<file path="src/sv/bsf_pkg.sv">
`default_nettype none
package bsf_pkg;

  localparam int unsigned MaxScreenDim = 4096;
  localparam int unsigned MaxImageDim  = 65535;
  localparam int unsigned HeaderBytes  = 54;
  localparam int unsigned QueueDepthDefault = 4;

  localparam int unsigned ScreenW   = 13;
  localparam int unsigned ImageDimW = 16;
  localparam int unsigned PosW      = 18;
  localparam int unsigned ScreenPosW = 12;

  localparam logic [ScreenW-1:0] ScreenWidthReset  = 13'd800;
  localparam logic [ScreenW-1:0] ScreenHeightReset = 13'd480;

  localparam logic CfgScreenWidth  = 1'b0;
  localparam logic CfgScreenHeight = 1'b1;

  // header byte offsets of the little-endian fields
  localparam logic [5:0] OffWidth0  = 6'd18;
  localparam logic [5:0] OffWidth1  = 6'd19;
  localparam logic [5:0] OffWidth2  = 6'd20;
  localparam logic [5:0] OffWidth3  = 6'd21;
  localparam logic [5:0] OffHeight0 = 6'd22;
  localparam logic [5:0] OffHeight1 = 6'd23;
  localparam logic [5:0] OffHeight2 = 6'd24;
  localparam logic [5:0] OffHeight3 = 6'd25;
  localparam logic [5:0] OffBpp0    = 6'd28;
  localparam logic [5:0] OffBpp1    = 6'd29;
  localparam logic [5:0] OffLast    = 6'(HeaderBytes - 1);

  localparam logic [15:0] Bpp24 = 16'd24;
  localparam logic [15:0] Bpp32 = 16'd32;

  localparam logic [1:0] ByteRed   = 2'd2;
  localparam logic [1:0] ByteLast3 = 2'd2;
  localparam logic [1:0] ByteLast4 = 2'd3;

  typedef enum logic [1:0] {
    PH_HEADER = 2'd0,
    PH_PIXELS = 2'd1,
    PH_DONE   = 2'd2,
    PH_REJECT = 2'd3
  } bsf_phase_e;

  typedef enum logic [1:0] {
    ST_OK          = 2'd0,
    ST_UNSUPPORTED = 2'd1,
    ST_SHORT       = 2'd2,
    ST_UNUSED      = 2'd3
  } bsf_status_e;

  typedef enum logic {
    KIND_PIXEL  = 1'b0,
    KIND_STATUS = 1'b1
  } bsf_kind_e;

  typedef struct packed {
    logic                 pix_en;
    logic [ImageDimW-1:0] col;
    logic [ImageDimW-1:0] row;
    logic [23:0]          rgb;
    logic [ImageDimW-1:0] width;
    logic [ImageDimW-1:0] height;
    logic                 stat_en;
    bsf_status_e          status;
  } bsf_entry_t;

endpackage
`default_nettype wire

</file>
<file path="src/sv/bmp_stream_to_framebuffer.sv">
// Channel | Direction | Handshake              | Payload
// input   | in        | in_valid_i / in_stall_o | data_byte_i, end_of_file_i
// result  | out       | out_valid_o / out_stall_i | result_kind_o, pixel_index_o,
//         |           |                        | pixel_rgb_o, status_o, last_result_o
// config  | in        | cfg_we_i               | cfg_index_i, cfg_data_i
//
// One byte is taken per cycle while in_stall_o is low; a byte that yields a result beat
// goes through the queue write, the offset stage and the multiply into the output register.
// A byte that yields a pixel write and a status report sends the pixel beat first.
// in_stall_o rises only while the queue between parser and output side is full.
// Reset restores 800x480 and puts the parser at the start of a header.
`default_nettype none
module bmp_stream_to_framebuffer import bsf_pkg::*; #(
  parameter int unsigned QueueDepth = QueueDepthDefault
) (
  input  wire logic               clk_i,
  input  wire logic               rst_ni,
  input  wire logic               cfg_we_i,
  input  wire logic               cfg_index_i,
  input  wire logic [ScreenW-1:0] cfg_data_i,
  input  wire logic               in_valid_i,
  output logic                    in_stall_o,
  input  wire logic [7:0]         data_byte_i,
  input  wire logic               end_of_file_i,
  output logic                    out_valid_o,
  input  wire logic               out_stall_i,
  output logic                    result_kind_o,
  output logic [23:0]             pixel_index_o,
  output logic [23:0]             pixel_rgb_o,
  output logic [1:0]              status_o,
  output logic                    last_result_o
);

  logic [ScreenW-1:0] sw_q, sh_q;
  logic       full, accept, push, q_valid, q_pop;
  bsf_entry_t f_entry, q_entry;

  always_ff @(posedge clk_i or negedge rst_ni) begin
    if (!rst_ni) begin
      sw_q <= ScreenWidthReset;
      sh_q <= ScreenHeightReset;
    end else if (cfg_we_i) begin
      unique case (cfg_index_i)
        CfgScreenWidth:  sw_q <= cfg_data_i;
        CfgScreenHeight: sh_q <= cfg_data_i;
        default:         ;
      endcase
    end
  end

  assign in_stall_o = full;
  assign accept     = in_valid_i && !full;

  bsf_front u_front (
    .clk_i         (clk_i),
    .rst_ni        (rst_ni),
    .accept_i      (accept),
    .data_byte_i   (data_byte_i),
    .end_of_file_i (end_of_file_i),
    .push_o        (push),
    .entry_o       (f_entry)
  );

  bsf_queue #(.Depth(QueueDepth)) u_queue (
    .clk_i   (clk_i),
    .rst_ni  (rst_ni),
    .push_i  (push),
    .entry_i (f_entry),
    .full_o  (full),
    .pop_i   (q_pop),
    .valid_o (q_valid),
    .entry_o (q_entry)
  );

  bsf_back u_back (
    .clk_i           (clk_i),
    .rst_ni          (rst_ni),
    .screen_width_i  (sw_q),
    .screen_height_i (sh_q),
    .q_valid_i       (q_valid),
    .q_entry_i       (q_entry),
    .q_pop_o         (q_pop),
    .out_valid_o     (out_valid_o),
    .out_stall_i     (out_stall_i),
    .result_kind_o   (result_kind_o),
    .pixel_index_o   (pixel_index_o),
    .pixel_rgb_o     (pixel_rgb_o),
    .status_o        (status_o),
    .last_result_o   (last_result_o)
  );

endmodule
`default_nettype wire

</file>
<file path="src/sv/bsf_front.sv">
`default_nettype none
module bsf_front import bsf_pkg::*; (
  input  wire logic       clk_i,
  input  wire logic       rst_ni,
  input  wire logic       accept_i,
  input  wire logic [7:0] data_byte_i,
  input  wire logic       end_of_file_i,
  output logic            push_o,
  output bsf_entry_t      entry_o
);

  bsf_phase_e phase_q, phase_d, phase_upd;
  logic [5:0]  hdr_off_q, hdr_off_d;
  logic [31:0] width_q, width_d;
  logic [31:0] height_q, height_d;
  logic [15:0] bpp_q, bpp_d;
  logic [ImageDimW-1:0] col_q, col_d, row_q, row_d;
  logic [1:0]  bip_q, bip_d, pad_q, pad_d;
  logic [15:0] bg_q, bg_d;
  logic        err_q, err_d;

  logic        hdr_last, hdr_ok, pix_byte, pix_last_byte, col_last, row_end, last_row;
  logic [31:0] hmag;
  logic [1:0]  pad_new;
  logic        is_red;

  always_comb begin
    hmag          = height_q[31] ? (~height_q + 32'd1) : height_q;
    hdr_last      = (phase_q == PH_HEADER) && (hdr_off_q == OffLast);
    hdr_ok        = ((bpp_q == Bpp24) || (bpp_q == Bpp32)) &&
                    (width_q != 32'd0) && (width_q[31:16] == 16'd0) &&
                    (hmag != 32'd0) && (hmag[31:16] == 16'd0);
    pix_byte      = (phase_q == PH_PIXELS) && (pad_q == 2'd0);
    pix_last_byte = pix_byte && ((bpp_q == Bpp32) ? (bip_q == ByteLast4) : (bip_q == ByteLast3));
    col_last      = pix_last_byte &&
                    (({1'b0, col_q} + 17'd1) >= {1'b0, width_q[ImageDimW-1:0]});
    pad_new       = (bpp_q == Bpp32) ? 2'd0 : width_q[1:0];
    row_end       = (phase_q == PH_PIXELS) &&
                    (((pad_q != 2'd0) && (pad_q == 2'd1)) || (col_last && (pad_new == 2'd0)));
    last_row      = ({1'b0, row_q} + 17'd1) >= {1'b0, hmag[ImageDimW-1:0]};
    is_red        = pix_byte && (bip_q == ByteRed);
  end

  // next phase
  always_comb begin
    phase_upd = phase_q;
    unique case (phase_q)
      PH_HEADER: if (hdr_last) phase_upd = hdr_ok ? PH_PIXELS : PH_REJECT;
      PH_PIXELS: if (row_end && last_row) phase_upd = PH_DONE;
      PH_DONE:   phase_upd = PH_DONE;
      PH_REJECT: phase_upd = PH_REJECT;
      default:   phase_upd = PH_HEADER;
    endcase
    phase_d = end_of_file_i ? PH_HEADER : phase_upd;
  end

  // counters, fields and queue entry
  always_comb begin
    hdr_off_d = hdr_off_q;
    width_d   = width_q;
    height_d  = height_q;
    bpp_d     = bpp_q;
    col_d     = col_q;
    row_d     = row_q;
    bip_d     = bip_q;
    pad_d     = pad_q;
    bg_d      = bg_q;
    err_d     = err_q;

    if (phase_q == PH_HEADER) begin
      unique case (hdr_off_q)
        OffWidth0:  width_d[7:0]    = data_byte_i;
        OffWidth1:  width_d[15:8]   = data_byte_i;
        OffWidth2:  width_d[23:16]  = data_byte_i;
        OffWidth3:  width_d[31:24]  = data_byte_i;
        OffHeight0: height_d[7:0]   = data_byte_i;
        OffHeight1: height_d[15:8]  = data_byte_i;
        OffHeight2: height_d[23:16] = data_byte_i;
        OffHeight3: height_d[31:24] = data_byte_i;
        OffBpp0:    bpp_d[7:0]      = data_byte_i;
        OffBpp1:    bpp_d[15:8]     = data_byte_i;
        default:    ;
      endcase
      if (hdr_last) begin
        col_d = '0;
        row_d = '0;
        bip_d = '0;
        pad_d = '0;
        if (!hdr_ok) err_d = 1'b1;
      end else begin
        hdr_off_d = hdr_off_q + 6'd1;
      end
    end else if (phase_q == PH_PIXELS) begin
      if (pad_q != 2'd0) begin
        pad_d = pad_q - 2'd1;
      end else begin
        if (bip_q == 2'd0) bg_d = {8'd0, data_byte_i};
        else if (bip_q == 2'd1) bg_d = {data_byte_i, bg_q[7:0]};
        if (pix_last_byte) begin
          bip_d = '0;
          col_d = col_q + 16'd1;
          if (col_last) pad_d = pad_new;
        end else begin
          bip_d = bip_q + 2'd1;
        end
      end
      if (row_end) begin
        col_d = '0;
        row_d = row_q + 16'd1;
      end
    end

    entry_o.pix_en  = is_red;
    entry_o.col     = col_q;
    entry_o.row     = height_q[31] ? row_q : (hmag[ImageDimW-1:0] - 16'd1 - row_q);
    entry_o.rgb     = {data_byte_i, bg_q};
    entry_o.width   = width_q[ImageDimW-1:0];
    entry_o.height  = hmag[ImageDimW-1:0];
    entry_o.stat_en = end_of_file_i;
    if (err_d) entry_o.status = ST_UNSUPPORTED;
    else if (phase_upd == PH_DONE) entry_o.status = ST_OK;
    else entry_o.status = ST_SHORT;
    push_o = accept_i && (is_red || end_of_file_i);

    if (end_of_file_i) begin
      hdr_off_d = '0;
      width_d   = '0;
      height_d  = '0;
      bpp_d     = '0;
      col_d     = '0;
      row_d     = '0;
      bip_d     = '0;
      pad_d     = '0;
      bg_d      = '0;
      err_d     = 1'b0;
    end
  end

  always_ff @(posedge clk_i or negedge rst_ni) begin
    if (!rst_ni) begin
      phase_q   <= PH_HEADER;
      hdr_off_q <= '0;
      width_q   <= '0;
      height_q  <= '0;
      bpp_q     <= '0;
      col_q     <= '0;
      row_q     <= '0;
      bip_q     <= '0;
      pad_q     <= '0;
      bg_q      <= '0;
      err_q     <= 1'b0;
    end else if (accept_i) begin
      phase_q   <= phase_d;
      hdr_off_q <= hdr_off_d;
      width_q   <= width_d;
      height_q  <= height_d;
      bpp_q     <= bpp_d;
      col_q     <= col_d;
      row_q     <= row_d;
      bip_q     <= bip_d;
      pad_q     <= pad_d;
      bg_q      <= bg_d;
      err_q     <= err_d;
    end
  end

endmodule
`default_nettype wire

</file>
<file path="src/sv/bsf_queue.sv">
`default_nettype none
module bsf_queue import bsf_pkg::*; #(
  parameter int unsigned Depth = QueueDepthDefault
) (
  input  wire logic       clk_i,
  input  wire logic       rst_ni,
  input  wire logic       push_i,
  input  wire bsf_entry_t entry_i,
  output logic            full_o,
  input  wire logic       pop_i,
  output logic            valid_o,
  output bsf_entry_t      entry_o
);

  localparam int unsigned PtrW = (Depth > 1) ? $clog2(Depth) : 1;
  localparam int unsigned CntW = $clog2(Depth + 1);

  bsf_entry_t          mem_q [Depth];
  logic [PtrW-1:0]     wr_q, wr_d, rd_q, rd_d;
  logic [CntW-1:0]     cnt_q, cnt_d;

  function automatic logic [PtrW-1:0] ptr_inc(input logic [PtrW-1:0] p);
    ptr_inc = (p == PtrW'(Depth - 1)) ? '0 : p + PtrW'(1);
  endfunction

  always_comb begin
    full_o  = (cnt_q == CntW'(Depth));
    valid_o = (cnt_q != '0);
    entry_o = mem_q[rd_q];
    wr_d    = push_i ? ptr_inc(wr_q) : wr_q;
    rd_d    = pop_i ? ptr_inc(rd_q) : rd_q;
    cnt_d   = cnt_q + CntW'(push_i) - CntW'(pop_i);
  end

  always_ff @(posedge clk_i or negedge rst_ni) begin
    if (!rst_ni) begin
      wr_q  <= '0;
      rd_q  <= '0;
      cnt_q <= '0;
    end else begin
      wr_q  <= wr_d;
      rd_q  <= rd_d;
      cnt_q <= cnt_d;
    end
  end

  always_ff @(posedge clk_i) begin
    if (push_i) mem_q[wr_q] <= entry_i;
  end

  a_no_overflow: assert property (@(posedge clk_i) disable iff (!rst_ni)
    !(push_i && full_o && !pop_i)) else $error("queue push while full");
  a_no_underflow: assert property (@(posedge clk_i) disable iff (!rst_ni)
    !(pop_i && !valid_o)) else $error("queue pop while empty");
  a_count_range: assert property (@(posedge clk_i) disable iff (!rst_ni)
    cnt_q <= CntW'(Depth)) else $error("queue count out of range");

endmodule
`default_nettype wire

</file>
<file path="src/sv/bsf_back.sv">
`default_nettype none
module bsf_back import bsf_pkg::*; (
  input  wire logic               clk_i,
  input  wire logic               rst_ni,
  input  wire logic [ScreenW-1:0] screen_width_i,
  input  wire logic [ScreenW-1:0] screen_height_i,
  input  wire logic               q_valid_i,
  input  wire bsf_entry_t         q_entry_i,
  output logic                    q_pop_o,
  output logic                    out_valid_o,
  input  wire logic               out_stall_i,
  output logic                    result_kind_o,
  output logic [23:0]             pixel_index_o,
  output logic [23:0]             pixel_rgb_o,
  output logic [1:0]              status_o,
  output logic                    last_result_o
);

  logic [ScreenW-1:0] swc, shc;
  logic signed [PosW-1:0] dx, dy, hx, hy, sx, sy;
  logic vis;

  logic                  s1_valid_q, s1_valid_d, s1_vis_q, s1_stat_q, s1_sent_q, s1_sent_d;
  logic [ScreenPosW-1:0] s1_sx_q, s1_sy_q;
  logic [ScreenW-1:0]    s1_sw_q;
  logic [23:0]           s1_rgb_q;
  bsf_status_e           s1_status_q;

  logic        out_valid_q, out_valid_d;
  bsf_kind_e   kind_q;
  logic [23:0] idx_q, rgb_q;
  bsf_status_e st_q;
  logic        last_q;

  logic out_free, emit_pix, emit_st, load_out, s1_pop, s1_load;
  logic [24:0] prod, idx_sum;

  function automatic logic [ScreenW-1:0] clamp_dim(input logic [ScreenW-1:0] v);
    if (v == '0) clamp_dim = ScreenW'(1);
    else if (v > ScreenW'(MaxScreenDim)) clamp_dim = ScreenW'(MaxScreenDim);
    else clamp_dim = v;
  endfunction

  // centering offsets truncate toward zero
  always_comb begin
    swc = clamp_dim(screen_width_i);
    shc = clamp_dim(screen_height_i);
    dx  = $signed({5'd0, swc}) - $signed({2'd0, q_entry_i.width});
    dy  = $signed({5'd0, shc}) - $signed({2'd0, q_entry_i.height});
    hx  = (dx >>> 1) + $signed({17'd0, dx[PosW-1] & dx[0]});
    hy  = (dy >>> 1) + $signed({17'd0, dy[PosW-1] & dy[0]});
    sx  = hx + $signed({2'd0, q_entry_i.col});
    sy  = hy + $signed({2'd0, q_entry_i.row});
    vis = q_entry_i.pix_en && !sx[PosW-1] && !sy[PosW-1] &&
          (sx < $signed({5'd0, swc})) && (sy < $signed({5'd0, shc}));
  end

  always_comb begin
    out_free = !out_valid_q || !out_stall_i;
    emit_pix = s1_valid_q && s1_vis_q && !s1_sent_q;
    emit_st  = s1_valid_q && s1_stat_q && !emit_pix;
    load_out = out_free && (emit_pix || emit_st);
    // drop a clipped pixel with no status right away
    s1_pop   = s1_valid_q && ((!emit_pix && !emit_st) || (out_free && emit_st) ||
                              (out_free && emit_pix && !s1_stat_q));
    s1_load  = q_valid_i && (!s1_valid_q || s1_pop);
    q_pop_o  = s1_load;
    s1_valid_d = s1_load ? 1'b1 : (s1_pop ? 1'b0 : s1_valid_q);
    if (s1_load) s1_sent_d = 1'b0;
    else if (out_free && emit_pix && s1_stat_q) s1_sent_d = 1'b1;
    else s1_sent_d = s1_sent_q;
    if (load_out) out_valid_d = 1'b1;
    else if (out_free) out_valid_d = 1'b0;
    else out_valid_d = out_valid_q;
    prod    = {13'd0, s1_sy_q} * {12'd0, s1_sw_q};
    idx_sum = prod + {13'd0, s1_sx_q};
  end

  always_ff @(posedge clk_i or negedge rst_ni) begin
    if (!rst_ni) begin
      s1_valid_q  <= 1'b0;
      s1_sent_q   <= 1'b0;
      out_valid_q <= 1'b0;
    end else begin
      s1_valid_q  <= s1_valid_d;
      s1_sent_q   <= s1_sent_d;
      out_valid_q <= out_valid_d;
    end
  end

  always_ff @(posedge clk_i) begin
    if (s1_load) begin
      s1_vis_q    <= vis;
      s1_stat_q   <= q_entry_i.stat_en;
      s1_sx_q     <= sx[ScreenPosW-1:0];
      s1_sy_q     <= sy[ScreenPosW-1:0];
      s1_sw_q     <= swc;
      s1_rgb_q    <= q_entry_i.rgb;
      s1_status_q <= q_entry_i.status;
    end
    if (load_out) begin
      if (emit_pix) begin
        kind_q <= KIND_PIXEL;
        idx_q  <= idx_sum[23:0];
        rgb_q  <= s1_rgb_q;
        st_q   <= ST_OK;
        last_q <= !s1_stat_q;
      end else begin
        kind_q <= KIND_STATUS;
        idx_q  <= '0;
        rgb_q  <= '0;
        st_q   <= s1_status_q;
        last_q <= 1'b1;
      end
    end
  end

  assign out_valid_o   = out_valid_q;
  assign result_kind_o = kind_q;
  assign pixel_index_o = idx_q;
  assign pixel_rgb_o   = rgb_q;
  assign status_o      = st_q;
  assign last_result_o = last_q;

  a_status_last: assert property (@(posedge clk_i) disable iff (!rst_ni)
    out_valid_q && kind_q == KIND_STATUS |-> last_q && idx_q == '0 && rgb_q == '0)
    else $error("status beat malformed");
  a_pixel_ok: assert property (@(posedge clk_i) disable iff (!rst_ni)
    out_valid_q && kind_q == KIND_PIXEL |-> st_q == ST_OK)
    else $error("pixel beat carries status");
  a_split_holds: assert property (@(posedge clk_i) disable iff (!rst_ni)
    s1_valid_q && !s1_pop |=> s1_valid_q && $stable(s1_rgb_q))
    else $error("stage lost while waiting");

endmodule
`default_nettype wire
</file>
<file path="config.mk">
export PLATFORM = sky130hd
export DESIGN_NAME = bmp_stream_to_framebuffer
export DESIGN_NICKNAME = d
export VERILOG_FILES = /design/src/sv/bsf_pkg.sv /design/src/sv/bmp_stream_to_framebuffer.sv /design/src/sv/bsf_front.sv /design/src/sv/bsf_queue.sv /design/src/sv/bsf_back.sv
export SDC_FILE = /design/constraint.sdc
export NUM_CORES = 1
export LEC_CHECK = 0
export BUFFER_PORTS_ARGS = -buffer_cell sky130_fd_sc_hd__buf_2
export CORE_ASPECT_RATIO = 1.25
export CORE_MARGIN = 2
export CORE_UTILIZATION = 65
export CTS_CLUSTER_DIAMETER = 60
export DETAILED_ROUTE_END_ITERATION = 10
export PLACE_DENSITY = 0.82
export REMOVE_ABC_BUFFERS = 1
export SLEW_MARGIN = 20
export SYNTH_ARGS = -nofsm -noshare
export SYNTH_HDL_FRONTEND = slang
export SYNTH_HIERARCHICAL = 1
export SYNTH_SLANG_ARGS = --single-unit
export TNS_END_PERCENT = 20
</file>
<file path="constraint.sdc">
create_clock -name clk_i -period 12.5 [get_ports clk_i]
set_input_delay 2.5 -clock clk_i [delete_from_list [all_inputs] [get_ports clk_i]]
set_output_delay 2.5 -clock clk_i [all_outputs]
set_load 0.02 [all_outputs]
</file>
==> flow_summary.json <==
{
  "outcome": "finished, final reports clean",
  "maximum_number_of_pins_on_one_net_before_global_route_repair": 71,
  "instances_no_fill": 3768,
  "worst_r2r_path_depth": 28,
  "drt_pass1_iterations": 8,
  "first_global_vias": 25200,
  "ys_seq_area_share_pct": 51.4,
  "number_of_synthesis_warnings": 6,
  "asyncSetResetFlopFracSynth_pct": 26.7,
  "nFillCells": 3486,
  "clock_tree.root_cell": "sky130_fd_sc_hd__clkbuf_16",
  "cp_max_fo": 39,
  "setup.worst_path.end_class": "flip-flop",
  "die_area_mm2": 0.0589,
  "clock_latency_at_the_later_pin_of_the_worst_skew_pair_ps": 630,
  "portBuffers": 81,
  "synth_enable_flop_cells": 485,
  "synthesis.instances": 2936,
  "cts_hold_buf": 0,
  "die-width_um": 217,
  "crit_path_max_incr_delay_ps": 800,
  "placed_cells_incl_taps": 3643,
  "critical_path.startpoint_type": "flip-flop",
  "max_slew.worst_pin.slew_ps": 1110,
  "area_growth_syn_to_layout_pct": 8.34,
  "cts_setup_buffers": 0,
  "mostFrequentLayoutCells": "sky130_fd_sc_hd__edfxtp_1 (485), sky130_fd_sc_hd__nand2_1 (287), sky130_fd_sc_hd__inv_1 (280)",
  "track_usage_pct": 30.5,
  "cts_tree": "yes",
  "rsz0062_at_grt": "no",
  "cts.reportedPaths.clkPinSlew_ps": 70,
  "max-clock-path-buffers": 3,
  "critPathRequiredTime_ps": 12920,
  "timing.critical_path.slowest_stage_cell": "sky130_fd_sc_hd__dfrtp_4",
  "number_of_clock_sinks": 662,
  "post_cts.resized_instances": 0,
  "core_area_mm2": 0.0562,
  "syn-cell-area_mm2": 0.0370,
  "finalCriticalPeriod_ps": 8140,
  "layout.cells.most_common": "sky130_fd_sc_hd__edfxtp_1",
  "first_iter_violations": 2418,
  "cts.htree.levels": 3,
  "arrival_ps": 8560,
  "multiInputGateArea_mm2": 0.0162,
  "design.final.nets": 3341,
  "postSynth.topFlopCell": "sky130_fd_sc_hd__edfxtp_1",
  "critPathCapture": "u_back/s1_vis_q",
  "post-route-util_pct": 71.3,
  "num_antenna_cells": 0,
  "cap_viol_max_count": 0,
  "site_rows": 97,
  "routed_via_density": 6.42,
  "routed-via-count": 24200,
  "antenna_found_initial": 0,
  "final_hold_vios": 0,
  "initial_core_util_pct": 65.8,
  "grt_remaining_overflow": 0,
  "number_of_nets_still_failing_antenna_checks_after_routing": 0,
  "finalWeightedCongestion": 0.916,
  "grt_pass1_wl_um": 138000,
  "cts_inserted_buffers": 67,
  "fin_crit_sh_pct": 65.1,
  "post_synth.cell_area_avg_um2": 12.6,
  "io_pins": 82,
  "worstSetupPathType": "reg2reg",
  "detailedPlacementHpwl_um": 59900,
  "total_drc_errors_in_the_routed_layout": 0,
  "fmax_ghz": 0.123,
  "final_layout_size_suffix_gt1_share_pct": 14.5,
  "r2r_end": "u_back/s1_vis_q",
  "final-seq-area_mm2": 0.0190,
  "drt-total-wl_um": 88100,
  "setup_violations": 0,
  "hold_class": "reg2reg",
  "critical_path.reg2reg.startpoint": "u_queue/rd_q[0]",
  "die_height_um": 271,
  "startpoint": "u_queue/rd_q[0]",
  "timing.slew.headroom_pct": 25.9,
  "final_max_slew_viol_count": 0,
  "synth_unique_cells": 93,
  "finalClockSkew_ps": 21.5,
  "synth-seq-cells": 662,
  "avgRoutedWirePerCell_um": 23.4,
  "worst-r2r-setup-slack_ps": 4360,
  "fin_tns_setup_ps": 0
}
state kept, by name (all words and copies together) (netlist names), 3 cells and up:
| register | cells |
|---|---|
| u_front/height_q | 32 |
| u_back/s1_rgb_q | 24 |
| u_queue/mem_q | 368 |
| sw_q | 13 |
| u_front/bpp_q | 16 |
| u_back/pixel_rgb_o | 24 |
| u_back/s1_sx_q | 12 |
| sh_q | 13 |
| u_back/pixel_index_o | 24 |
| u_front/bg_q | 16 |
| u_queue/cnt_q | 3 |
| u_front/hdr_off_q | 6 |
| u_front/row_q | 16 |
| u_back/s1_sw_q | 13 |
| u_front/width_q | 32 |
| u_front/col_q | 16 |
| u_back/s1_sy_q | 12 |
synth_stat cells (all sizes together), types with 4 or more instances:
library cell / count / area share (%)
a41oi: 7 / 0.19
fa: 128 / 6.9
a21o: 25 / 0.51
ha: 214 / 7.2
nand2b: 32 / 0.54
o41ai: 9 / 0.23
nor4: 34 / 0.59
and2: 97 / 1.6
a31oi: 19 / 0.34
nor3: 45 / 0.62
nor2: 110 / 1.1
a22o: 11 / 0.26
or3: 15 / 0.25
nand3b: 6 / 0.12
or2: 7 / 0.12
nand3: 41 / 0.55
nand2: 288 / 2.9
dfrtp: 170 / 11
and4: 6 / 0.14
o21ai: 140 / 1.9
nor2b: 22 / 0.39
xnor2: 77 / 1.8
or4: 11 / 0.27
o21a: 25 / 0.51
nand4: 21 / 0.36
and3: 14 / 0.24
a211oi: 19 / 0.40
o31a: 4 / 0.095
mux4: 92 / 5.6
a211o: 6 / 0.14
clkbuf: 80 / 0.81
mux2: 88 / 2.8
a21oi: 106 / 1.4
edfxtp: 485 / 39
dfstp: 7 / 0.50
o21bai: 6 / 0.12
xor2: 39 / 0.92
o22ai: 6 / 0.10
inv: 280 / 2.8
buf: 55 / 1.3
a2111oi: 10 / 0.39
mux2i: 6 / 0.16
o211ai: 11 / 0.22
nor4b: 6 / 0.14
o31ai: 13 / 0.26
cell type report:
cell class                      count  share of cell area, %
Clock buffer                       85                   4.48
Clock inverter                     39                   1.25
Inverter                          280                   2.62
Multi-Input combinational cell   1859                   40.5
Sequential cell                   662                   47.4
Tap cell                          742                   2.32
Timing Repair Buffer              101                   1.41
layer usage:
metal	GRT usage, %	part of all wire, %	vias up
met5	0	0	-
met4	15.7	5.2	0
met3	4.27	6.3	307
li1	-	-	10600
met2	54.4	52	1164
met1	36.0	36	12100
cell families after synthesis:
group           synth area share (%)
simple gates                    10.3
xor+xnor                        2.75
mux                             8.54
fa+ha+maj                       14.2
flops                           51.4
buf+inv                         4.92
compound gates                  8.01
worst min-delay path by stage:
| stage | startpoint | to | slack, ps | cells after the start |
|---|---|---|---|---|
| finish | u_front/bg_q[2] | u_queue/mem_q[2][37] | 490 | 0 |
| global route | u_queue/cnt_q[2] | u_queue/cnt_q[2] | 520 | 1 |
| CTS | u_front/row_q[15] | u_front/row_q[15] | 490 | 2 |
| detailed placement | u_front/row_q[15] | u_front/row_q[15] | 480 | 2 |
| global placement | u_front/row_q[15] | u_front/row_q[15] | 470 | 2 |
| floorplan | u_front/row_q[15] | u_front/row_q[15] | 450 | 2 |
through the flow:
| step | instance area, µm² | hold slack (ps) | setup WS (ps) |
|---|---|---|---|
| after detailed placement | 37800 | 479 | 4550 |
| after global placement | 37800 | 469 | 4650 |
| after floorplan | 36200 | 450 | 2820 |
| final | 40100 | 491 | 4360 |
| after global routing | 40100 | 522 | 3860 |
| after CTS | 40100 | 492 | 4360 |
critical path, delay by kind of cell, from the launching register on:
| family | cells | cell delay (ps) |
|---|---|---|
| mux | 1 | 610 |
| compound gates | 9 | 1790 |
| flops | 1 | 800 |
| buf+inv | 3 | 910 |
| xor+xnor | 1 | 240 |
| simple gates | 9 | 2060 |
| fa+ha+maj | 5 | 1440 |
Power is left out: the tool's default activity adds up to more than one toggle a clock period on the data nets, which glitch-free logic cannot reach.
